<file path="src/rrg_pkg.sv">
// Shared types, constants and register codes for the reveal ramp glyph blend pipeline.
package rrg_pkg;

  localparam int COORD_BITS = 13;
  localparam int UC_BITS    = COORD_BITS - 1;
  localparam int DIV_BITS   = 8;
  localparam int STEP_IDX_W = $clog2(DIV_BITS);
  localparam int DVS_W      = 13;
  localparam int REM_W      = DVS_W + DIV_BITS - 1;
  localparam int N_W        = 11;
  localparam int ADDR_W     = 28;
  localparam int LANES      = 6;
  localparam int TEXT_LANES = 3;
  localparam int CFG_IDX_W  = 3;
  localparam int CFG_DATA_W = 29;

  localparam logic [CFG_IDX_W-1:0] REG_SCREEN_WIDTH  = 3'd0;
  localparam logic [CFG_IDX_W-1:0] REG_SCREEN_HEIGHT = 3'd1;
  localparam logic [CFG_IDX_W-1:0] REG_LINE_PITCH    = 3'd2;
  localparam logic [CFG_IDX_W-1:0] REG_PIXEL_FORMAT  = 3'd3;
  localparam logic [CFG_IDX_W-1:0] REG_REVEAL_EDGE   = 3'd4;
  localparam logic [CFG_IDX_W-1:0] REG_RAMP_WIDTH    = 3'd5;
  localparam logic [CFG_IDX_W-1:0] REG_DIM_COLOR     = 3'd6;
  localparam logic [CFG_IDX_W-1:0] REG_BRIGHT_COLOR  = 3'd7;

  localparam logic [1:0] DEPTH_16   = 2'd0;
  localparam logic [1:0] DEPTH_24   = 2'd1;
  localparam logic [1:0] DEPTH_32   = 2'd2;
  localparam logic [1:0] DEPTH_NONE = 2'd3;

  localparam logic [7:0] BG_BASE [TEXT_LANES] = '{8'd12, 8'd15, 8'd18};
  localparam logic [2:0] BG_DROP [TEXT_LANES] = '{3'd3, 3'd4, 3'd5};

  typedef struct packed {
    logic [12:0]        screen_width;
    logic [12:0]        screen_height;
    logic [15:0]        line_pitch;
    logic [28:0]        pixel_format;
    logic signed [13:0] reveal_edge;
    logic [9:0]         ramp_width;
    logic [23:0]        dim_color;
    logic [23:0]        bright_color;
  } cfg_t;

  typedef struct packed {
    logic [REM_W-1:0]    rem;
    logic [DIV_BITS-1:0] quo;
  } lane_t;

  typedef struct packed {
    logic                         valid;
    logic [7:0]                   cov;
    logic [TEXT_LANES-1:0]        neg;
    logic [ADDR_W-1:0]            addr;
    lane_t [LANES-1:0]            lanes;
  } pipe_t;

  // Bytes per pixel for a depth code
  function automatic logic [2:0] depth_bytes(input logic [1:0] depth);
    return 3'(depth) + 3'd2;
  endfunction

endpackage

</file>
<file path="src/rrg_div_step.sv">
// One restoring division step applied to every lane of the pipeline.
module rrg_div_step (
  input  logic                             clk,
  input  logic                             rst,
  input  logic [rrg_pkg::STEP_IDX_W-1:0]   bit_idx,
  input  logic [rrg_pkg::DVS_W-1:0]        dt,
  input  logic [rrg_pkg::DVS_W-1:0]        db,
  input  rrg_pkg::pipe_t                   pipe_in,
  output rrg_pkg::pipe_t                   pipe_out
);
  import rrg_pkg::*;

  pipe_t            nxt;
  logic [REM_W-1:0] cmp;
  logic             ge;

  // Subtract the shifted divisor where it fits and set the quotient bit
  always_comb begin
    nxt = pipe_in;
    cmp = '0;
    ge  = 1'b0;
    for (int l = 0; l < LANES; l++) begin
      cmp = (l < TEXT_LANES) ? (REM_W'(dt) << bit_idx) : (REM_W'(db) << bit_idx);
      ge  = pipe_in.lanes[l].rem >= cmp;
      if (ge) begin
        nxt.lanes[l].rem = pipe_in.lanes[l].rem - cmp;
      end
      nxt.lanes[l].quo[bit_idx] = ge;
    end
  end

  // Advance one stage
  always_ff @(posedge clk) begin
    if (rst) begin
      pipe_out <= '0;
    end else begin
      pipe_out <= nxt;
    end
  end

endmodule

</file>
<file path="config.mk">
export PLATFORM = sky130hd
export DESIGN_NAME = rrg_div_step
export DESIGN_NICKNAME = d
export VERILOG_FILES = /design/src/rrg_pkg.sv /design/src/rrg_div_step.sv
export SDC_FILE = /design/constraint.sdc
export NUM_CORES = 1
export LEC_CHECK = 0
export ABC_AREA = 1
export BUFFER_PORTS_ARGS = -buffer_cell sky130_fd_sc_hd__buf_2
export CORE_UTILIZATION = 43
export DETAILED_ROUTE_END_ITERATION = 8
export GPL_TIMING_DRIVEN = 0
export PLACE_DENSITY = 0.64
export SLEW_MARGIN = 20
export SYNTH_ARGS = -nofsm -noshare
export SYNTH_HDL_FRONTEND = slang
export SYNTH_SLANG_ARGS = --single-unit
</file>
<file path="constraint.sdc">
create_clock -name clk -period 3.15 [get_ports clk]
set_input_delay 0.315 -clock clk [delete_from_list [all_inputs] [get_ports clk]]
set_output_delay 0.315 -clock clk [all_outputs]
set_load 0.005 [all_outputs]
</file>
## Yosys cells after proc, flatten, opt, wreduce, memory -nomap -nowiden

Index checks and enable logic that the tools add are counted.

| cells by class | value |
|---|---|
| shift-type cells | 2 |
| reduce and logical (&&, ||, !) cells | 1 |
| multiplexer cells | 14 |
| add/subtract/negate cells | 6 |
| order comparisons | 8 |

Operator list:

| cell | number |
|---|---|
| $ge A20 B20 Y1 | 6 |
| $mux W20 | 6 |
| $sub A20 B20 Y20 | 6 |
| $bwmux W8 | 6 |
| $shl A13 B3 Y20 | 2 |
| $lt A3 B4 Y1 const B | 1 |
| $demux W1 S3 | 1 |
| $ge A3 B1 Y1 const B | 1 |
| $logic_and A1 B1 Y1 | 1 |
| $mux W1 | 1 |

| storage, ports and cells | value |
|---|---|
| bits of input ports | 239 |
| word-level logic and storage cells | 47 |
| output and inout port bits | 208 |
| register bits | 208 |

## Logic depth before layout (Yosys ltp)

| depth | value |
|---|---|
| depth in word-level cells | 5 |
| depth in mapped cells | 21 |
| gate-level depth less buffers | 20 |

## Least setup slack after synthesis

OpenSTA, ideal clock, no wires.

| timing path | value |
|---|---|
| path type | input to register |
| from | input port bit_idx[0] (netlist name) |
| to | register pipe_out[58] (netlist name) |
| path buffers | 3 |
| data arrival time | 2630 ps |
| stages | 18 |
| path slack | 405 ps |
| required time | 3035 ps |
| setup time | 115 ps |
| cell sequence | buf_4 > clkinv_1 > buf_2 > nand2_1 > nand2_1 > nand2_1 > o21ai_0 > o21ai_0 > ha_1 > nand2_1 > inv_1 > a21oi_1 > nand3_2 > nand2_2 > nand2_4 > buf_4 > o21ai_0 > inv_1 |

| on the way | value |
|---|---|
| longest elaborated chain between the ends | 5 |
| elaborated cells between the ends (all ways) | 8 |
| those cells by class | order compare (3); shift (1); mux (3); reduce/logical (1) |

Ends and longest elaborated chain:

| element | line | RTL |
|---|---|---|
| start, declared | rrg_div_step.sv:5 | `input logic [rrg_pkg::STEP_IDX_W-1:0] bit_idx,` |
| parallel branches: the longest is 4 deep, another holds $ge A20 B20 Y1 | n/a |  |
| $bwmux W8 * | rrg_div_step.sv:28 | `nxt.lanes[l].quo[bit_idx] = ge;` |
| end signal, assigned | rrg_div_step.sv:37 | `pipe_out <= nxt;` |
| end, declared | rrg_div_step.sv:9 | `output rrg_pkg::pipe_t pipe_out` |

Every way passes the cells marked *.
A chain may end at the register's enable or synchronous reset.

## Final worst setup path

| timing path | value |
|---|---|
| from | input port bit_idx[0] (netlist name) |
| to | register pipe_out[56] (netlist name) |

Same word-level chain as after synthesis.

==> reports/results.ini <==
[outcome]
status=finished, violations left
violations=negative setup slack

[setup_path]
critical_path.top_delay_family=compound AO/OA/AOI/OAI gates
cp.arrival_ps=3580
critPathMaxFanout=10
crit_slowest_cell=o21ai_1
startpoint=bit_idx[0]
slowest_delay_ps=630
path_cells=buf_4 -> buf_2 -> mux2i_1 -> o21ai_0 -> o21ai_1 -> ha_1 -> nand2_1 -> nor2_2 -> nand2_1 -> nor3_2 -> nor2_2 -> nand2_4 -> buf_6 -> o21ai_0 -> inv_1
endpoint_kind=flip-flop
crit_type=in2reg
crit_required_ps=3580
cp_num_cells=15
critPathBufInv=4
startpoint_type=input port

[synth]
yosys.area.top_type=dfxtp_1
avgSynthCellArea_sq_um=5.884
synthFlopType=dfxtp_1
yosys.area.top_type_share_pct=25.08
seq_area_frac_synth_pct=25.08
ys_top_cells_by_area=dfxtp_1, nand2_1, inv_1, nor2_1, ha_1
synth_common_cells=nand2_1, inv_1, nor2_1, dfxtp_1, o21ai_0
syn-cell-area_sq_um=16600
yosysUniqueCellTypes=39
yosysMostFrequentCell=nand2_1
synth_nets=3187
ys.warnings.count=0
synth_edf_count=0
async_flop_share_pct=0
syn_inst=2822
ys_seq_elements=208

[clock_tree]
tritoncts=done
cts_root_buffer=clkbuf_16
cts_num_sinks=208
cts_buffers=26
htreeDepth=1
clkTransAtPathRegs_ps=60
clock_path_buffers=3

[placed_design]
dp.cells=3776
hpwlAfterDp_microns=55510
placed_cell_area_sq_um=19460
port_buffers=443
gp_congestion=0.9721

[grt]
antenna_found_initial=20
grt_use_met2_pct=54.72
use_met1_pct=41.74
track_usage_pct=33.55
grt-busiest-layer=met2
grt_max_degree=14
grtUsageMet3_pct=6.324
grt_pass1_wl_microns=100000
grt_pass1_vias=17887
grt_overflow=0

[layout]
design_area_sq_um=20960
layout-drive-gt1-share_pct=18.63
largest_reg_flops=208
regMostFlops=pipe_out
reg_top3=pipe_out (208)
area_delta_synth_final_pct=26.22
instances_no_fill=3884
final_net_count=3701

[die]
rows=71
start_util_pct=43.87
num_io_pins=447
dieHeight_microns=198.5
die-area_sq_um=39400
core_area_sq_um=37840
die_w_microns=198.5

[route]
firstDrtPassIters=6
vias=19384
ant_nets=0
via_per_inst=4.991
first_iter_violations=1420
drc=0
wl_per_cell_microns=17.55
wirelength_microns=68150

[worst_hold_path]
holdPathStages=3
min_path_type=in2reg
min_to=pipe_out[164]
hp-start=pipe_in[164]

[sta]
finalCritPeriodShare_pct=100.0
worst_slack_ps=-1.076
setup_viol=1
max_slew_margin_pct=28.19
tightestPinTransition_ps=1077
rsz0062_at_grt=yes
max_freq_mhz=317.4
period_minus_slack_ps=3151
drv_slew=0
hold_violations=0

[power_and_ir_drop]
power_mw=10.02
p_leak_nw=12.21
ir_worst_vdd_mv=0.3705
power_density_nw_per_um2=478.0

[job]
cap_violations=0

## cells in the final DEF (no fill, tap or decap), types with 11 or more instances in the layout
| cell | n |
|---|---|
| diode_2 | 18 |
| buf_2 | 447 |
| o21ai_0 | 149 |
| nor2_1 | 411 |
| buf_6 | 20 |
| clkbuf_16 | 27 |
| nand2_1 | 809 |
| clkbuf_1 | 34 |
| nand3_1 | 149 |
| xnor2_1 | 20 |
| o21bai_1 | 13 |
| inv_1 | 530 |
| nand4_1 | 12 |
| dlygate4sd3_1 | 40 |
| a21oi_1 | 122 |
| nor3_1 | 13 |
| o21ai_1 | 34 |
| inv_2 | 12 |
| xor2_1 | 37 |
| nor2_2 | 17 |
| nand2_2 | 24 |
| ha_1 | 120 |
| o21ai_2 | 11 |
| dfxtp_1 | 208 |
## cell families (layout without fill, tap and decap cells)
| logic type | after synthesis | after routing | share of synthesized area (%) |
|---|---|---|---|
| buf+inv | 617 | 1150 | 15.09 |
| other cells | 0 | 18 | 0 |
| xor+xnor | 57 | 57 | 3.007 |
| mux | 7 | 7 | 0.4220 |
| simple gates | 1462 | 1462 | 35.85 |
| compound gates | 345 | 345 | 10.79 |
| flops | 208 | 208 | 25.08 |
| fa+ha+maj | 126 | 126 | 9.766 |
## per-stage QoR
| step | util, % | setup slack [ps] | hold WS, ps | TNS, ps |
|---|---|---|---|---|
| 4_1_cts | 54.92 | 3.617 | 5.747 | 0 |
| 2_1_floorplan | - | 404.6 | 422.0 | 0 |
| 3_3_place_gp | 51.42 | -1005 | 517.3 | -133330 |
| 5_1_grt | 55.36 | -112.3 | 37.25 | -289.0 |
| 3_5_place_dp | 51.42 | -843.4 | 525.8 | -112110 |
| 6_report | 55.38 | -1.076 | 18.66 | -1.076 |
## cell type report
| class | count | area (sq um) |
|---|---|---|
| Timing Repair Buffer | 486 | 2653 |
| Antenna cell | 18 | 45.04 |
| Clock buffer | 32 | 734.5 |
| Clock inverter | 15 | 157.7 |
| Buffer | 68 | 437.9 |
| Inverter | 549 | 2078 |
| Fill cell | 3895 | 16890 |
| Multi-Input combinational cell | 1997 | 10050 |
| Sequential cell | 208 | 4164 |
| Tap cell | 511 | 639.4 |
## where the power goes
group / switching, mW / internal [mW] / leakage, nW
clock network: 1.29 / 1.83 / 0.430
logic: 2.45 / 1.41 / 10.0
registers: 0.0962 / 2.94 / 1.74
total: 3.84 / 6.18 / 12.2
## metal layers
metal / vias up / share of wire (%) / wire [microns]
li1: 9702 / - / -
met1: 8713 / 41 / 28200
met2: 798 / 45 / 30730
met3: 163 / 8.1 / 5549
met4: 8 / 5.3 / 3612
met5: - / 0.088 / 60
## repair_timing
action / in CTS / in global routing
pin swaps: 0 / 3
resized for setup: 15 / 30
setup buffers: 0 / 3
endpoints found under the hold margin: 40 / 0
hold buffers: 40 / 0
setup endpoints to repair: 163 / 159
## worst max path at each step
stage                         to  slack (ps)
detailed placement  pipe_out[60]        -840
floorplan           pipe_out[58]         400
global route        pipe_out[60]        -110
global placement    pipe_out[60]       -1000
CTS                 pipe_out[60]           4
finish              pipe_out[56]          -1
Note: power is estimated with default switching activity, not from simulation.
