==> src/rrg_pkg.sv <==
// Shared types, constants and register codes for the reveal ramp glyph blend pipeline.
package rrg_pkg;

  localparam int COORD_BITS = 13;
  localparam int UC_BITS    = COORD_BITS - 1;
  localparam int DIV_BITS   = 8;
  localparam int STEP_IDX_W = $clog2(DIV_BITS);
  localparam int DVS_W      = 13;
  localparam int REM_W      = DVS_W + DIV_BITS - 1;
  localparam int N_W        = 11;
  localparam int ADDR_W     = 28;
  localparam int LANES      = 6;
  localparam int TEXT_LANES = 3;
  localparam int CFG_IDX_W  = 3;
  localparam int CFG_DATA_W = 29;

  localparam logic [CFG_IDX_W-1:0] REG_SCREEN_WIDTH  = 3'd0;
  localparam logic [CFG_IDX_W-1:0] REG_SCREEN_HEIGHT = 3'd1;
  localparam logic [CFG_IDX_W-1:0] REG_LINE_PITCH    = 3'd2;
  localparam logic [CFG_IDX_W-1:0] REG_PIXEL_FORMAT  = 3'd3;
  localparam logic [CFG_IDX_W-1:0] REG_REVEAL_EDGE   = 3'd4;
  localparam logic [CFG_IDX_W-1:0] REG_RAMP_WIDTH    = 3'd5;
  localparam logic [CFG_IDX_W-1:0] REG_DIM_COLOR     = 3'd6;
  localparam logic [CFG_IDX_W-1:0] REG_BRIGHT_COLOR  = 3'd7;

  localparam logic [1:0] DEPTH_16   = 2'd0;
  localparam logic [1:0] DEPTH_24   = 2'd1;
  localparam logic [1:0] DEPTH_32   = 2'd2;
  localparam logic [1:0] DEPTH_NONE = 2'd3;

  localparam logic [7:0] BG_BASE [TEXT_LANES] = '{8'd12, 8'd15, 8'd18};
  localparam logic [2:0] BG_DROP [TEXT_LANES] = '{3'd3, 3'd4, 3'd5};

  typedef struct packed {
    logic [12:0]        screen_width;
    logic [12:0]        screen_height;
    logic [15:0]        line_pitch;
    logic [28:0]        pixel_format;
    logic signed [13:0] reveal_edge;
    logic [9:0]         ramp_width;
    logic [23:0]        dim_color;
    logic [23:0]        bright_color;
  } cfg_t;

  typedef struct packed {
    logic [REM_W-1:0]    rem;
    logic [DIV_BITS-1:0] quo;
  } lane_t;

  typedef struct packed {
    logic                         valid;
    logic [7:0]                   cov;
    logic [TEXT_LANES-1:0]        neg;
    logic [ADDR_W-1:0]            addr;
    lane_t [LANES-1:0]            lanes;
  } pipe_t;

  // Bytes per pixel for a depth code
  function automatic logic [2:0] depth_bytes(input logic [1:0] depth);
    return 3'(depth) + 3'd2;
  endfunction

endpackage

==> src/rrg_front.sv <==
// Front stages: bounds check, reveal numerator, products and row address.
module rrg_front (
  input  logic                                clk,
  input  logic                                rst,
  input  logic                                req,
  input  logic signed [rrg_pkg::COORD_BITS-1:0] px,
  input  logic signed [rrg_pkg::COORD_BITS-1:0] py,
  input  logic [7:0]                          cov,
  input  rrg_pkg::cfg_t                       cfg,
  output rrg_pkg::pipe_t                      pipe_out
);
  import rrg_pkg::*;

  localparam int NW = 20;

  logic [UC_BITS-1:0]  ux;
  logic [UC_BITS-1:0]  uy;
  logic                in_x;
  logic                in_y;
  logic                ok;
  logic signed [NW-1:0] diff;
  logic signed [NW-1:0] nraw;
  logic [NW-1:0]       ramp2;
  logic [N_W-1:0]      n_next;

  logic                v1;
  logic [UC_BITS-1:0]  ux1;
  logic [UC_BITS-1:0]  uy1;
  logic [7:0]          cov1;
  logic [N_W-1:0]      n1;
  logic [ADDR_W-1:0]   yp1;

  pipe_t               nxt;
  logic [7:0]          dm;
  logic [7:0]          br;

  // Check visibility and form the clamped ramp numerator
  always_comb begin
    ux    = px[UC_BITS-1:0];
    uy    = py[UC_BITS-1:0];
    in_x  = !px[COORD_BITS-1] && (16'(ux) < 16'(cfg.screen_width));
    in_y  = !py[COORD_BITS-1] && (16'(uy) < 16'(cfg.screen_height));
    ok    = req && (cov != 8'd0) && in_x && in_y && (cfg.pixel_format[1:0] != DEPTH_NONE);
    diff  = NW'(cfg.reveal_edge) - NW'(px);
    ramp2 = NW'({cfg.ramp_width, 1'b0});
    nraw  = (diff <<< 1) + NW'(cfg.ramp_width);
    if (cfg.ramp_width == 10'd0) begin
      n_next = N_W'(!diff[NW-1]);
    end else if (nraw[NW-1]) begin
      n_next = '0;
    end else if (nraw > ramp2) begin
      n_next = ramp2[N_W-1:0];
    end else begin
      n_next = nraw[N_W-1:0];
    end
  end

  // Stage one: hold coordinates, numerator and row offset
  always_ff @(posedge clk) begin
    if (rst) begin
      v1 <= 1'b0;
    end else begin
      v1 <= ok;
    end
    ux1  <= ux;
    uy1  <= uy;
    cov1 <= cov;
    n1   <= n_next;
    yp1  <= ADDR_W'(uy * cfg.line_pitch);
  end

  // Form dividends for the text and background lanes
  always_comb begin
    nxt       = '0;
    dm        = '0;
    br        = '0;
    nxt.valid = v1;
    nxt.cov   = cov1;
    nxt.addr  = yp1 + ADDR_W'(ux1 * depth_bytes(cfg.pixel_format[1:0]));
    for (int i = 0; i < TEXT_LANES; i++) begin
      dm = cfg.dim_color[16 - 8 * i +: 8];
      br = cfg.bright_color[16 - 8 * i +: 8];
      nxt.neg[i] = br < dm;
      nxt.lanes[i].rem = REM_W'(n1 * (nxt.neg[i] ? (dm - br) : (br - dm)));
      if (cfg.screen_height <= 13'd1) begin
        nxt.lanes[TEXT_LANES + i].rem = '0;
      end else begin
        nxt.lanes[TEXT_LANES + i].rem = REM_W'(BG_DROP[i] * uy1)
                                        + REM_W'(cfg.screen_height) - REM_W'(2);
      end
    end
  end

  // Stage two
  always_ff @(posedge clk) begin
    if (rst) begin
      pipe_out <= '0;
    end else begin
      pipe_out <= nxt;
    end
  end

endmodule

==> config.mk <==
export PLATFORM = sky130hd
export DESIGN_NAME = rrg_front
export DESIGN_NICKNAME = d
export VERILOG_FILES = /design/src/rrg_pkg.sv /design/src/rrg_front.sv
export SDC_FILE = /design/constraint.sdc
export NUM_CORES = 2
export LEC_CHECK = 0
export BUFFER_PORTS_ARGS = -buffer_cell sky130_fd_sc_hd__buf_4
export CORE_ASPECT_RATIO = 2
export CORE_MARGIN = 4
export CORE_UTILIZATION = 40
export CTS_CLUSTER_SIZE = 14
export DETAILED_ROUTE_END_ITERATION = 8
export PLACE_DENSITY = 0.65
export SYNTH_ARGS = -nofsm -noshare
export SYNTH_HDL_FRONTEND = slang
export SYNTH_SLANG_ARGS = --single-unit
==> constraint.sdc <==
create_clock -name clk -period 7.52 [get_ports clk]
set_input_delay 0.752 -clock clk [delete_from_list [all_inputs] [get_ports clk]]
set_output_delay 0.752 -clock clk [all_outputs]
set_load 0.01 [all_outputs]
### Word-level counts from Yosys, hierarchy flattened

Index checks and enable logic that the tools add are counted.

| operators by class | value |
|---|---|
| muxes and demuxes | 6 |
| equality and inequality tests | 1 |
| reduce and logical (&&, ||, !) cells | 13 |
| $mul | 7 |
| add/subtract/negate cells | 16 |
| order comparisons | 7 |

Operators with widths:

| cell | number |
|---|---|
| multiplier 11 x 20 -> 20 bit | 3 |
| 2-to-1 mux 20 bit | 3 |
| subtractor 8 x 8 -> 9 bit | 6 |
| subtractor 15 x 2 -> 16 bit, second input constant | 2 |
| adder 14 x 13 -> 15 bit | 2 |
| adder 28 x 15 -> 28 bit | 1 |
| multiplier 12 x 16 -> 28 bit | 1 |
| less-than comparator 12 x 13 -> 1 bit | 2 |
| less-than comparator 8 bit | 3 |
| > comparator 20 x 11 -> 1 bit | 1 |
| adder 16 x 11 -> 17 bit | 1 |
| subtractor 16 x 2 -> 17 bit, second input constant | 1 |
| adder 15 x 13 -> 16 bit | 1 |
| multiplier 12 x 3 -> 15 bit | 1 |
| multiplier 3 x 12 -> 15 bit, first input constant | 1 |
| subtractor 14 x 13 -> 15 bit | 1 |
| multiplier 2 x 12 -> 14 bit, first input constant | 1 |
| less-or-equal comparator 13 x 1 -> 1 bit, second input constant | 1 |
| 2-to-1 mux 11 bit | 1 |
| logical NOT 10 bit | 1 |
| nonzero test 8 bit | 1 |
| logical AND 1 bit | 6 |
| OR reduction 2 bit | 2 |
| adder 2 x 2 -> 3 bit, second input constant | 1 |
| other kinds (3) | 6 |

| storage, ports and cells | value |
|---|---|
| flip-flop bits (word level) | 280 |
| bits of input ports | 180 |
| word-level logic and storage cells | 73 |
| output and inout port bits | 208 |

### Longest topological paths before layout

| depth | value |
|---|---|
| word-level depth | 6 |
| depth in mapped cells | 32 |
| depth with buffers taken out | 31 |

### Worst setup path after synthesis

No wires, ideal clock.

| timing | value |
|---|---|
| path type | input -> register |
| start point | input port cfg[1] (netlist bit) |
| end point | register pipe_out[83] (netlist bit) |
| stages on the path | 25 |
| required time | 7398 ps |
| library setup time | 122 ps |
| slack | -205 ps |
| arrival time | 7603 ps |
| cell sequence | inv_1 -> ha_1 -> nor2b_1 -> o21a_1 -> o2111a_1 -> o31ai_1 -> a211oi_1 -> o21ai_0 -> a21oi_1 -> a311oi_2 -> clkbuf_1 -> nand2_1 -> fa_1 -> inv_1 -> fa_1 -> fa_1 -> fa_1 -> inv_1 -> fa_1 -> inv_1 -> ha_1 -> or3_1 -> a211oi_1 -> o31ai_1 -> a311o_1 |

| between the ends | value |
|---|---|
| cells in the longest elaborated chain, start to end | 3 |
| elaborated cells between the ends (all ways) | 5 |
| those cells by class | add/sub (2); mul (1); order compare (1); mux (1) |

RTL lines:

| element | RTL line | source |
|---|---|---|
| from (decl) | rrg_front.sv:9 | `input rrg_pkg::cfg_t cfg,` |
| subtractor 8 x 8 -> 9 bit / less-than comparator 8 bit (equally long branches) | rrg_front.sv:84, rrg_front.sv:83 |  |
| 2-to-1 mux 20 bit * | rrg_front.sv:84 | `nxt.lanes[i].rem = REM_W'(n1 * (nxt.neg[i] ? (dm - br) : (br - dm)));` |
| multiplier 11 x 20 -> 20 bit * | rrg_front.sv:84 |  |
| to (signal assigned) | rrg_front.sv:99 | `pipe_out <= nxt;` |
| to (decl) | rrg_front.sv:10 | `output rrg_pkg::pipe_t pipe_out` |

Every way passes the cells marked *; elsewhere a longest branch is shown, timed or not.
A chain may end at the register's enable or synchronous reset.

### Worst setup path in the final report

Same ends and word-level chain as after synthesis.

==> results.ini <==
[clock_tree]
clock_latency_ps=580
clockRootBuffer=clkbuf_16
hold_buffers=0
cts_buffers=26
clk_pin_slew_worst_paths_ps=60
cts_tree=done
clock_path_buffers=3
clock-sinks=220
cts_max_level=1

[timing]
fmax_mhz=139.3
setup_viol=0
tightest_slew_ps=1160
relSlewSlack_pct=22.31
whs_ps=287.0
final_max_slew_viol_count=0
tns_ps=0
hold_viol_final=0
fin_skew_ps=10.54
min_period_over_period_pct=95.47
final.min_clock_period_ps=7179
rsz0062_at_grt=false

[logic_synthesis]
synth_area_per_cell_sq_um=8.784
yosys_most_used_dff=dfxtp_1
syn-cell-area_sq_um=32750
synth.area.top_cells=fa_1 30%, ha_1 14%, dfxtp_1 13%, inv_1 9.0%, nand2_1 4.4%
yosysWarnings=0
syn-instance-count=3728
synth_edf_count=0
yosysTopAreaCell=fa_1
yosys.area.top_type_share_pct=30.08
synthArstFlopShare_pct=0
yosys.cell_types.count=80
synth-seq-cells=220
seq_area_frac_synth_pct=13.45

[place]
portBuffers=312
placedCellCount=5187
hpwl_um=80030
place.gp.congestion=0.8981

[grt]
overflow=0
grt_antenna_before_repair=4
grt_use_total_pct=21.66
grt_use_met2_pct=42.26
grt_pass1_wl_um=148000
met1_usage_pct=21.14
met3_usage_pct=3.394
grt_pass1_vias=28534
grt_max_degree=61
top_usage_layer=met2

[detailed_routing]
ant_nets=0
detail_route.iter0.violations=961
viasPerCell=5.015
wl_um=94210
route.vias.total=26270
remaining_drc_errors=0
wl_per_cell_um=17.99
drt_first_pass_iters=6

[floorplanning]
core_region_area_sq_um=81290
ios=388
rows=148
dieHeight_um=412.6
initial_core_util_pct=40.28
fp.dieW_um=210.3
die_area_sq_um=86790

[finish]
nFillCells=7869
final_cells=5238
area_delta_synth_final_pct=17.51
regArea_sq_um=4404
final_common_cell=inv_1
layout_common_cells=781 x inv_1, 551 x buf_4, 492 x fa_1
nets=5215
layout-drive-gt1-share_pct=15.81
multi_input_area_sq_um=24710
post-route-util_pct=47.34

[min_path]
hold_path.class=input pin to flop

[critical_path]
crit_fanout=15
cp-start-kind=input pin
cp_slowest_cell=fa_1
required_ps=7980
cpMostUsedCell=fa_1
critPathMaxStageDelay_ps=570
worstPathArrival_ps=7640
crit_type=input pin to flop
endpoint_kind=flop

[power_and_ir_drop]
power_mw=18.57
cellLeakagePower_nw=19.93
p_per_area_nw_per_um2=482.7
vdd_drop_max_v=0.0003923

[job]
drv_cap=0

[status]
run_status=complete, no violations

[per-stage QoR]
stage               area [sq um]  setup slack, ps
global route               38480            1.958
global placement           37470           -389.5
finish                     38480            340.7
CTS                        38400            129.4
floorplan                  32930           -70.66
detailed placement         37470           -448.5
[logic make-up after synthesis]
| family | Yosys count | share of synthesized area (%) |
|---|---|---|
| adders and majority gates | 869 | 44.48 |
| AOI/OAI and AO/OA | 404 | 8.375 |
| and+or+nand+nor | 1052 | 15.87 |
| DFF | 220 | 13.45 |
| buffers and inverters | 973 | 11.88 |
| muxes | 64 | 2.056 |
| xor gates and xnor gates | 145 | 3.878 |
| other | 1 | 0.01145 |
[synth_stat cells, drive strengths merged, types with 4 or more instances]
| master | number |
|---|---|
| nand2 | 382 |
| nor3b | 9 |
| o21a | 25 |
| mux2 | 26 |
| nor3 | 60 |
| buf | 66 |
| nand3b | 5 |
| o31a | 7 |
| a21o | 61 |
| a211oi | 17 |
| o41ai | 7 |
| inv | 782 |
| or4 | 4 |
| nand3 | 23 |
| mux2i | 38 |
| or3 | 16 |
| xnor2 | 107 |
| a311oi | 5 |
| fa | 492 |
| a31oi | 12 |
| o31ai | 11 |
| o21ai | 79 |
| nor2 | 155 |
| and2 | 201 |
| dfxtp | 220 |
| xor2 | 38 |
| a31o | 5 |
| ha | 377 |
| clkbuf | 125 |
| nand4 | 7 |
| nor2b | 81 |
| o311ai | 4 |
| o211ai | 9 |
| a211o | 4 |
| nand2b | 55 |
| nor4b | 5 |
| a21boi | 21 |
| a2111oi | 5 |
| and3 | 21 |
| o21bai | 9 |
| nor4 | 13 |
| or2 | 9 |
| a21oi | 92 |
[state kept, by name, indices dropped and copies added, names as in the netlist]
signal / flops
n1: 11
v1: 1
uy1: 12
yp1: 28
cov1: 8
pipe_out: 148
ux1: 12
[worst paths after layout]
path | start | end | slack [ps] | cells past startpoint
setup / recovery | cfg[1] | pipe_out[83]$_SDFF_PP0_ | 340 | 27
hold / removal | cov[0] | cov1[0]$_DFF_P_ | 290 | 1
setup reg to reg | n1[2]$_SDFF_PP0_ | pipe_out[82]$_SDFF_PP0_ | 1580 | 18
hold reg to reg | v1$_SDFF_PP0_ | pipe_out[207]$_SDFF_PP0_ | 440 | 1
[layer usage]
layer  share of wire (%)  wire (um)
met1                  33      31400
met2                  55      51380
met3                 5.1       4817
met4                 7.0       6571
met5               0.049         46
[worst max-delay path: cells and delay by family]
family / cells / cell delay, ps
AOI/OAI and AO/OA: 8 / 2040
adders and majority gates: 7 / 3300
buffers and inverters: 7 / 640
muxes: 1 / 340
and+or+nand+nor: 4 / 550
[power by group]
group / internal (mW) / total, mW / switching, mW
Combinational: 7.33 / 15.4 / 8.06
Clock: 0.825 / 1.40 / 0.572
Sequential: 1.60 / 1.79 / 0.190
[what timing repair did]
action | CTS | global route
endpoints found under the setup margin | 0 | 11
gates resized for setup | 0 | 19
setup buffers | 0 | 1
[area by class of cell]
type / instances / area share, %
clock inverter: 15 / 0.5105
tap: 1050 / 3.414
multi-input combinational: 2582 / 64.22
antenna: 2 / 0.01301
inverter: 782 / 7.628
timing repair buffer: 554 / 10.88
sequential: 220 / 11.44
clock buffer: 33 / 1.892
(Power assumes the default switching activity.)
