`config.mk`:
```
export PLATFORM = sky130hd
export DESIGN_NAME = rrg_back
export DESIGN_NICKNAME = d
export VERILOG_FILES = /design/src/rrg_pkg.sv /design/src/rrg_back.sv
export SDC_FILE = /design/constraint.sdc
export NUM_CORES = 1
export LEC_CHECK = 0
export BUFFER_PORTS_ARGS = -buffer_cell sky130_fd_sc_hd__buf_2
export CAP_MARGIN = 10
export CORE_MARGIN = 4
export CORE_UTILIZATION = 55
export CTS_BUF_LIST = sky130_fd_sc_hd__clkbuf_2
export DETAILED_ROUTE_END_ITERATION = 12
export PLACE_DENSITY_LB_ADDON = 0.25
export SLEW_MARGIN = 20
export SYNTH_ARGS = -nofsm -noshare
export SYNTH_HDL_FRONTEND = slang
export SYNTH_SLANG_ARGS = --single-unit
```
`constraint.sdc`:
```
create_clock -name clk -period 6.2 [get_ports clk]
set_clock_uncertainty 0.05 [all_clocks]
set_input_delay 0 -clock clk [delete_from_list [all_inputs] [get_ports clk]]
set_output_delay 0 -clock clk [all_outputs]
set_load 0.02 [all_outputs]
```
`src/rrg_pkg.sv`:
```
// Shared types, constants and register codes for the reveal ramp glyph blend pipeline.
package rrg_pkg;

  localparam int COORD_BITS = 13;
  localparam int UC_BITS    = COORD_BITS - 1;
  localparam int DIV_BITS   = 8;
  localparam int STEP_IDX_W = $clog2(DIV_BITS);
  localparam int DVS_W      = 13;
  localparam int REM_W      = DVS_W + DIV_BITS - 1;
  localparam int N_W        = 11;
  localparam int ADDR_W     = 28;
  localparam int LANES      = 6;
  localparam int TEXT_LANES = 3;
  localparam int CFG_IDX_W  = 3;
  localparam int CFG_DATA_W = 29;

  localparam logic [CFG_IDX_W-1:0] REG_SCREEN_WIDTH  = 3'd0;
  localparam logic [CFG_IDX_W-1:0] REG_SCREEN_HEIGHT = 3'd1;
  localparam logic [CFG_IDX_W-1:0] REG_LINE_PITCH    = 3'd2;
  localparam logic [CFG_IDX_W-1:0] REG_PIXEL_FORMAT  = 3'd3;
  localparam logic [CFG_IDX_W-1:0] REG_REVEAL_EDGE   = 3'd4;
  localparam logic [CFG_IDX_W-1:0] REG_RAMP_WIDTH    = 3'd5;
  localparam logic [CFG_IDX_W-1:0] REG_DIM_COLOR     = 3'd6;
  localparam logic [CFG_IDX_W-1:0] REG_BRIGHT_COLOR  = 3'd7;

  localparam logic [1:0] DEPTH_16   = 2'd0;
  localparam logic [1:0] DEPTH_24   = 2'd1;
  localparam logic [1:0] DEPTH_32   = 2'd2;
  localparam logic [1:0] DEPTH_NONE = 2'd3;

  localparam logic [7:0] BG_BASE [TEXT_LANES] = '{8'd12, 8'd15, 8'd18};
  localparam logic [2:0] BG_DROP [TEXT_LANES] = '{3'd3, 3'd4, 3'd5};

  typedef struct packed {
    logic [12:0]        screen_width;
    logic [12:0]        screen_height;
    logic [15:0]        line_pitch;
    logic [28:0]        pixel_format;
    logic signed [13:0] reveal_edge;
    logic [9:0]         ramp_width;
    logic [23:0]        dim_color;
    logic [23:0]        bright_color;
  } cfg_t;

  typedef struct packed {
    logic [REM_W-1:0]    rem;
    logic [DIV_BITS-1:0] quo;
  } lane_t;

  typedef struct packed {
    logic                         valid;
    logic [7:0]                   cov;
    logic [TEXT_LANES-1:0]        neg;
    logic [ADDR_W-1:0]            addr;
    lane_t [LANES-1:0]            lanes;
  } pipe_t;

  // Bytes per pixel for a depth code
  function automatic logic [2:0] depth_bytes(input logic [1:0] depth);
    return 3'(depth) + 3'd2;
  endfunction

endpackage

```
`src/rrg_back.sv`:
```
// Back stages: channel colors, coverage blend, divide by 255 and pixel packing.
module rrg_back (
  input  logic                           clk,
  input  logic                           rst,
  input  rrg_pkg::pipe_t                 pipe_in,
  input  rrg_pkg::cfg_t                  cfg,
  output logic                           result_valid,
  output logic [rrg_pkg::ADDR_W-1:0]     byte_address,
  output logic [31:0]                    pixel_word,
  output logic [2:0]                     byte_count
);
  import rrg_pkg::*;

  logic [7:0]        text_next [TEXT_LANES];
  logic [9:0]        tsum;
  logic [7:0]        res_next [TEXT_LANES];
  logic [16:0]       q17;
  logic [31:0]       word_next;
  logic [38:0]       part;
  logic [4:0]        off;
  logic [3:0]        len;
  logic [2:0]        bpp;

  logic              v11, v12, v13;
  logic [7:0]        cov11;
  logic [ADDR_W-1:0] addr11, addr12, addr13;
  logic [7:0]        text11 [TEXT_LANES];
  logic [7:0]        bg11 [TEXT_LANES];
  logic [15:0]       mix12 [TEXT_LANES];
  logic [7:0]        res13 [TEXT_LANES];

  // Rebuild text channels from quotients
  always_comb begin
    tsum = '0;
    for (int i = 0; i < TEXT_LANES; i++) begin
      tsum = {2'b00, cfg.dim_color[16 - 8 * i +: 8]}
             + (pipe_in.neg[i] ? -{2'b00, pipe_in.lanes[i].quo}
                               : {2'b00, pipe_in.lanes[i].quo});
      text_next[i] = tsum[7:0];
    end
  end

  // Stage: text and background colors
  always_ff @(posedge clk) begin
    if (rst) begin
      v11 <= 1'b0;
    end else begin
      v11 <= pipe_in.valid;
    end
    cov11  <= pipe_in.cov;
    addr11 <= pipe_in.addr;
    for (int i = 0; i < TEXT_LANES; i++) begin
      text11[i] <= text_next[i];
      bg11[i]   <= BG_BASE[i] - pipe_in.lanes[TEXT_LANES + i].quo;
    end
  end

  // Stage: weighted sum of text and background
  always_ff @(posedge clk) begin
    if (rst) begin
      v12 <= 1'b0;
    end else begin
      v12 <= v11;
    end
    addr12 <= addr11;
    for (int i = 0; i < TEXT_LANES; i++) begin
      mix12[i] <= 16'(text11[i] * cov11) + 16'(bg11[i] * (8'd255 - cov11));
    end
  end

  // Divide by 255 through the add-and-shift identity
  always_comb begin
    q17 = '0;
    for (int i = 0; i < TEXT_LANES; i++) begin
      q17 = (17'(mix12[i]) + 17'd1 + 17'(mix12[i] >> 8)) >> 8;
      res_next[i] = q17[7:0];
    end
  end

  // Stage: blended channels
  always_ff @(posedge clk) begin
    if (rst) begin
      v13 <= 1'b0;
    end else begin
      v13 <= v12;
    end
    addr13 <= addr12;
    for (int i = 0; i < TEXT_LANES; i++) begin
      res13[i] <= res_next[i];
    end
  end

  // Pack channels into the configured layout and mask to the pixel size
  always_comb begin
    word_next = '0;
    part      = '0;
    off       = '0;
    len       = '0;
    bpp       = depth_bytes(cfg.pixel_format[1:0]);
    for (int i = 0; i < TEXT_LANES; i++) begin
      off = cfg.pixel_format[2 + 9 * i +: 5];
      len = cfg.pixel_format[7 + 9 * i +: 4];
      if (len > 4'd8) begin
        len = 4'd8;
      end
      if (len == 4'd0) begin
        part = '0;
      end else begin
        part = 39'(res13[i] >> (4'd8 - len)) << off;
      end
      word_next = word_next | part[31:0];
    end
    case (cfg.pixel_format[1:0])
      DEPTH_16: word_next = word_next & 32'h0000_FFFF;
      DEPTH_24: word_next = word_next & 32'h00FF_FFFF;
      default:  word_next = word_next;
    endcase
  end

  // Output registers
  always_ff @(posedge clk) begin
    if (rst) begin
      result_valid <= 1'b0;
    end else begin
      result_valid <= v13;
    end
    byte_address <= addr13;
    pixel_word   <= word_next;
    byte_count   <= bpp;
  end

endmodule
```
Word-level counts from Yosys, hierarchy flattened
Memory sizes are Yosys's and may differ from the RTL's. Index checks and enable logic that the tools add are counted.

Register bits: 159. Bits in latches: 0. Bits in writable memories: 120. ROM bits: 0. Memories: 4.

Add/subtract/negate cells: 23. Multipliers: 6. Div/mod/pow operators: 0. Magnitude comparators: 3. Equal/unequal tests: 1. Shift operators: 6. Mux-type cells: 10. Bitwise gates (word level): 2. Reductions and logical operators: 4.

Memories: mix12 (depth 3, bits a word 16, rd ports 3, clocked after memory_dff 0, wr ports 3, RTL line rrg_back.sv:29) `logic [15:0] mix12 [TEXT_LANES];`; bg11 (depth 3, bits a word 8, rd ports 3, clocked after memory_dff 0, wr ports 3, RTL line rrg_back.sv:28) `logic [7:0] bg11 [TEXT_LANES];`; res13 (depth 3, bits a word 8, rd ports 3, clocked after memory_dff 0, wr ports 3, RTL line rrg_back.sv:30) `logic [7:0] res13 [TEXT_LANES];`; text11 (depth 3, bits a word 8, rd ports 3, clocked after memory_dff 0, wr ports 3, RTL line rrg_back.sv:27) `logic [7:0] text11 [TEXT_LANES];`.

Operators with widths (number): 39-bit by 5-bit left shift with 32-bit output (3); 8-bit by 4-bit >> shifter with 39-bit output (3); 32-bit 2-to-1 mux (3); 32-bit bitwise OR (2); 32-bit one-hot mux with 2 select lines (1); 16-bit by 1-bit adder with 16-bit output, second input constant (3); 16-bit adder (3); 16-bit by 8-bit adder with 16-bit output (3); 8-bit by 8-bit multiplier with 16-bit output (3); 8-bit by 16-bit multiplier with 16-bit output (2); 8-bit adder (3); 8-bit 2-to-1 mux (3); 8-bit negator (3); 9-bit by 9-bit multiplier with 16-bit output (1); 4-bit by 8-bit subtractor with 8-bit output, first input constant (2); 4-bit > comparator, second input constant (3); 4-bit zero test (3); 4-bit 2-to-1 mux (3); 4-bit subtractor, first input constant (3); 8-bit by 8-bit subtractor with 9-bit output, first input constant (1); 5-bit by 8-bit subtractor with 8-bit output, first input constant (1); 2-bit by 2-bit adder with 3-bit output, second input constant (1); 2-bit by 1-bit == test with 1-bit output, second input constant (1); 2-bit zero test (1).

Depth between registers and ports, before layout
Gate-level depths: netlist of run 1.

Word-level depth: 9. Depth in mapped cells: 22.

Worst setup path after synthesis of run 1
No wires, ideal clock.

Path kind: reg2reg. From: register cov11[3]. To: memory mix12[2][15], in the netlist mix12[0][47]. Arrival time: 5.321 ns. Data required time: 6.072 ns. Slack: 0.751 ns. Cell stages (with the launch flop): 19. Clock period less this slack: 5.449 ns. Path through: dfxtp_1 clkbuf_1 clkbuf_1 nand2_1 fa_1 fa_1 fa_1 inv_1 fa_1 fa_1 inv_1 fa_1 inv_1 ha_1 or3_1 o211ai_1 a31oi_1 and4_1 nor3_1.

RTL lines: start: declaration (RTL line rrg_back.sv:25) `logic [7:0] cov11;`; start signal: assignment (RTL line rrg_back.sv:50) `cov11 <= pipe_in.cov;`; end: declaration (RTL line rrg_back.sv:29).

==> reports/metrics.csv, run 1 <==
metric,value,unit
yosys-top-cells-area,"fa_1 23%, dfxtp_1 22%, ha_1 12%, inv_1 7.0%, nor2b_1 3.7%",
min-delay-start,pipe_in[173],
synth_ff_type,dfxtp_1,
tightest_slew,0.862,ns
grt_util_met3,4.98,%
netlist_area,0.0249,sq mm
dr.pass1.iters,5,
crit_path_start,cov11[2],
post_route_cells_drive_above_1_share,12.5,%
die_y,221,um
syn_inst,2646,
worst_setup_hold_path_clk_slew,0.10,ns
grt_pass1_wl,113,mm
endpoint_kind,flip-flop,
crit_arrival,6.75,ns
cts_setup_buffers,0,
layout_setup_ws,0.319,ns
drt_iter0_drc,1272,
htreeDepth,3,
wire_per_inst,17.5,um
hold_path.class,in -> reg,
cts_tree,done,
grt_antenna_before_repair,4,
path_common_cell,fa_1,
mostFrequentLayoutCells,"466 x inv_1, 392 x dlygate4sd3_1, 290 x fa_1",
crit_fanout,16,
critical_path.cell_chain,buf_4 > nand2b_1 > fa_1 > fa_1 > inv_1 > fa_1 > fa_1 > fa_1 > inv_1 > fa_1 > inv_1 > ha_1 > inv_1 > o21ai_0 > o41a_1 > a311oi_1 > or3_1 > o211ai_1,
fp-row-count,77,
grt-ovfl-total,0,
setup_violations,0,
worstSkewPairLatency,1.05,ns
dpl.hpwl,46.2,mm
outcome,completed,
root_buffer,clkbuf_2,
final_common_cell,inv_1,
avgSynthCellArea,9.41,sq um
cp-start-kind,flip-flop,
max_freq,0.170,GHz
async_flop_share,0,%
max_stage_delay,0.85,ns
yosysWarnings,0,
period_needed,5.88,ns
r2r_slack,0.32,ns
die_x,221,um
max_slew_margin,42.5,%
postPlaceCellArea,0.0266,sq mm
synth_area_leader_cell,fa_1,
first_global_vias,22826,
synth_edf_count,0,
ys_types,90,
hold_violations,0,
final_util,70.1,%
start_util,55.9,%
vias,20972,
slowest_stage,dfxtp_1,
gp_congestion,0.966,
rsz0062_at_grt,no,
crit_type,reg -> reg,
ant_nets,0,
cp.required,7.07,ns
timing.rr.start,cov11[2],
maxSlewViolCount,0,
synth_top_area_share,23.3,%
period_share,94.9,%
grt_max_degree,49,
grt_usage,28.8,%
vias_per_cell,5.35,
cts_buffers,73,
io_pins,417,
wl,68.7,mm
fin_area,0.0312,sq mm
yosysSeqAreaShare,22.4,%
clock_sinks,279,
portBuffers,206,
nets,4158,
syn_to_final_growth,25.4,%
cts_buffer_depth,3,
gr-usage-met2,50.3,%
yosys_register_bits,279,
dp_slack,0.296,ns
die_area,0.0487,sq mm
drc_errors,0,
tns,0,ns
grtUsageMet1,35.1,%
cap_violations,0,
core_area,0.0445,sq mm
top_usage_layer,met2,
[worst paths after layout]
path / depth (start not counted) / endpoint
max: 18 / mix12[0][15]
min: 3 / addr11[5]
max reg2reg: 18 / mix12[0][15]
min reg2reg: 0 / addr12[27]
[critical path, delay by kind of cell, from the launching register on]
family | cells | cell delay, ns
fa+ha+maj | 7 | 3.14
flops | 1 | 0.85
compound gates | 4 | 0.67
simple gates | 2 | 0.55
buf+inv | 5 | 0.54
[Yosys cell counts (all sizes together), types with 17 or more instances]
library cell,instances
o31ai,17
mux2i,33
nand2b,90
nor2,71
o21ai,41
nand2,182
xor2,30
or3,18
fa,290
ha,242
clkbuf,65
a31oi,21
a21oi,62
nand3,39
nor3,37
xnor2,96
buf,17
mux2,29
inv,468
nor2b,146
and2,105
dfxtp,279
a211oi,23
[cell type report]
class / instances / area (sq um)
tap: 592 / 741
fill: 3353 / 13300
multi-input combinational: 1817 / 17200
antenna: 3 / 7.51
inverter: 470 / 1770
sequential: 279 / 5590
clock buffer: 97 / 485
clock inverter: 28 / 178
timing repair buffer: 632 / 5240
[sequential cells by signal (all words and copies together), names as in the netlist]
name	cells
cov11	8
byte_count	3
addr13	28
byte_address	28
bg11	24
v12	1
res13	24
addr11	28
pixel_word	32
addr12	28
v11	1
mix12	48
v13	1
result_valid	1
text11	24
[per-stage QoR]
stage / cells / hold slack [ns]
3_3_place_gp: 3398 / 0.0522
6_report: 3918 / 0.118
5_1_grt: 3918 / 0.0360
3_5_place_dp: 3398 / 0.0536
2_1_floorplan: 2648 / -0.0223
4_1_cts: 3915 / 0.000693
[what timing repair did]
action | 4_1_cts | 5_1_grt
hold buffers | 392 | 0
hold endpoints to repair | 123 | 0
gates resized for setup | 0 | 2
endpoints found under the setup margin | 0 | 2
[metal layers]
metal  vias up  wire, um
met2       706     34100
met1     10192     27400
li1       9860         -
met5         -        13
met4         2      3040
met3       212      4200
[cells by family after synthesis]
logic type      Yosys count  share of synthesized area (%)
flops                   279                           22.4
other cells               1                         0.0151
mux                      69                           3.29
simple gates            743                           15.9
fa+ha+maj               532                           35.5
xor+xnor                126                           4.49
buf+inv                 552                           8.49
compound gates          344                           9.89
Power of run 1 is not shown: default switching activity piles up to over one toggle a cycle in this logic, so the estimate is an artifact.
==> run 2: changes to the inputs <==
--- a/config.mk
+++ b/config.mk
@@ -5,12 +5,14 @@
 export SDC_FILE = /design/constraint.sdc
 export NUM_CORES = 1
 export LEC_CHECK = 0
-export BUFFER_PORTS_ARGS = -buffer_cell sky130_fd_sc_hd__buf_2
+export BUFFER_PORTS_ARGS = -buffer_cell sky130_fd_sc_hd__clkbuf_2
 export CAP_MARGIN = 10
 export CORE_MARGIN = 4
 export CORE_UTILIZATION = 55
 export CTS_BUF_LIST = sky130_fd_sc_hd__clkbuf_2
+export CTS_CLUSTER_SIZE = 40
 export DETAILED_ROUTE_END_ITERATION = 12
+export HOLD_SLACK_MARGIN = 0.15
 export PLACE_DENSITY_LB_ADDON = 0.25
 export SLEW_MARGIN = 20
 export SYNTH_ARGS = -nofsm -noshare
==> run 2 against run 1 <==
Global-route usage increased by 1.7 points. Core utilization increased by 0.78 points. Via count increased by 3.0%. Hold slack improved by 0.14 ns. Critical path type unchanged. Highest routed layer is now met4.
==> reports/metrics.csv, run 2 (synthesis gave the netlist of run 1 again) <==
metric,value,unit
mostFrequentLayoutCells,"466 x inv_1, 431 x dlygate4sd3_1, 304 x clkbuf_2",
reg2reg_depth,17,
die_x,221,um
crit_arrival,6.74,ns
endpoint_kind,flip-flop,
cts_buffers,74,
start_util,55.9,%
nFillCells,3251,
portBuffers,206,
io_pins,417,
largest_reg_flops,48,
max_slew_margin,40.0,%
multi_input_area,0.0172,sq mm
fp-row-count,77,
hold_violations,0,
rsz0062_at_grt,no,
min_path_cells,0,
grt-ovfl-total,0,
outcome,completed,
root_buffer,clkbuf_2,
crit_fanout,11,
post_route_cells_drive_above_1_share,12.1,%
max_freq,0.169,GHz
maxSlewViolCount,0,
gp_congestion,0.954,
cts_buffer_depth,3,
crit_family,adder cells,
grt_max_degree,49,
cp.required,7.03,ns
vias,21609,
vias_per_cell,5.48,
syn_to_final_growth,26.8,%
setup_violations,0,
dpl.hpwl,46.7,mm
cp-start-kind,flip-flop,
core_area,0.0445,sq mm
wire_per_inst,18.5,um
worst_setup_hold_path_clk_slew,0.10,ns
critPathBufInv,4,
drt_iter0_drc,1436,
grt_pass1_wl,118,mm
period_needed,5.92,ns
die_y,221,um
path_common_cell,fa_1,
tightest_slew,0.899,ns
first_global_vias,23426,
slowest_stage,dfxtp_1,
drc_errors,0,
worstSkewPairLatency,1.08,ns
nets,4191,
final_common_cell,inv_1,
die_area,0.0487,sq mm
r2r_slack,0.28,ns
cap_violations,0,
grt_usage,30.5,%
grt_antenna_before_repair,3,
cts_setup_buffers,0,
largest_register,mix12,
regArea,0.00559,sq mm
reg_top3,"mix12 x48, pixel_word x32",
cts_tree,done,
dr.pass1.iters,5,
hold_path.class,reg -> reg,
timing.rr.start,cov11[2],
clock_sinks,279,
tns,0,ns
period_share,95.4,%
htreeDepth,3,
wl,73.0,mm
ant_nets,0,
hold-path-endpoint,byte_address[2],
critical_path.cell_chain,buf_4 > nand2_1 > fa_1 > fa_1 > inv_1 > fa_1 > fa_1 > fa_1 > inv_1 > fa_1 > inv_1 > ha_1 > and3_1 > o211ai_1 > a31oi_1 > and4_1 > nor3_1,
min-delay-start,addr13[2],
max_stage_delay,0.82,ns
reg2reg_to,mix12[0][47],
crit_type,reg -> reg,
run 2: timing repair:
action                                  in CTS  in global routing
hold buffers                               431                  0
hold endpoints to repair                   123                  0
endpoints found under the setup margin       0                  7
resized for setup                            0                  2
run 2: cell type report:
class	count	area share, %
antenna	7	0.0555
clock buffer	98	1.55
sequential	279	17.7
timing repair buffer	664	17.8
clock inverter	19	0.432
multi-input combinational	1817	54.5
tap	592	2.35
inverter	470	5.61
run 2: how the worst max path moves through the flow:
| stage | to | depth (start not counted) | slack (ns) | startpoint |
|---|---|---|---|---|
| after floorplan | mix12[0][47] | 18 | 0.75 | cov11[3] |
| after global placement | mix12[0][31] | 18 | 0.40 | cov11[1] |
| after detailed placement | mix12[0][47] | 17 | 0.31 | cov11[2] |
| after CTS | mix12[0][31] | 18 | 0.16 | cov11[1] |
| after global routing | mix12[0][31] | 18 | 0.02 | cov11[2] |
| final | mix12[0][47] | 17 | 0.28 | cov11[2] |
run 2: worst reg2reg max path, stage by stage (launching register included):
cell      delay [ns]
dfxtp_1         0.82
buf_4           0.32
nand2_1         0.10
fa_1            0.53
fa_1            0.54
inv_1           0.05
fa_1            0.49
fa_1            0.52
fa_1            0.51
inv_1           0.05
fa_1            0.51
inv_1           0.06
ha_1            0.36
and3_1          0.19
o211ai_1        0.12
a31oi_1         0.29
and4_1          0.25
nor3_1          0.06
run 2: metal layers:
layer | up-vias | GRT usage (%) | share of wire [%]
met5 | - | 0 | 0
met4 | 0 | 15.9 | 5.2
met3 | 274 | 5.59 | 6.4
met2 | 936 | 52.9 | 49
met1 | 10484 | 36.3 | 39
li1 | 9915 | - | -
run 2: through the flow:
step           hold slack [ns]  worst slack, ns  cell area, sq um  cells  utilization [%]
2_1_floorplan          -0.0223            0.751             24900   2648                -
3_3_place_gp            0.0525            0.398             26600   3391             59.8
3_5_place_dp            0.0539            0.308             26600   3391             59.8
4_1_cts                  0.162            0.156             31500   3939             70.9
5_1_grt                  0.246           0.0162             31600   3943             70.9
6_report                 0.255            0.283             31600   3946             70.9
Power of run 2 is left out for the same reason.
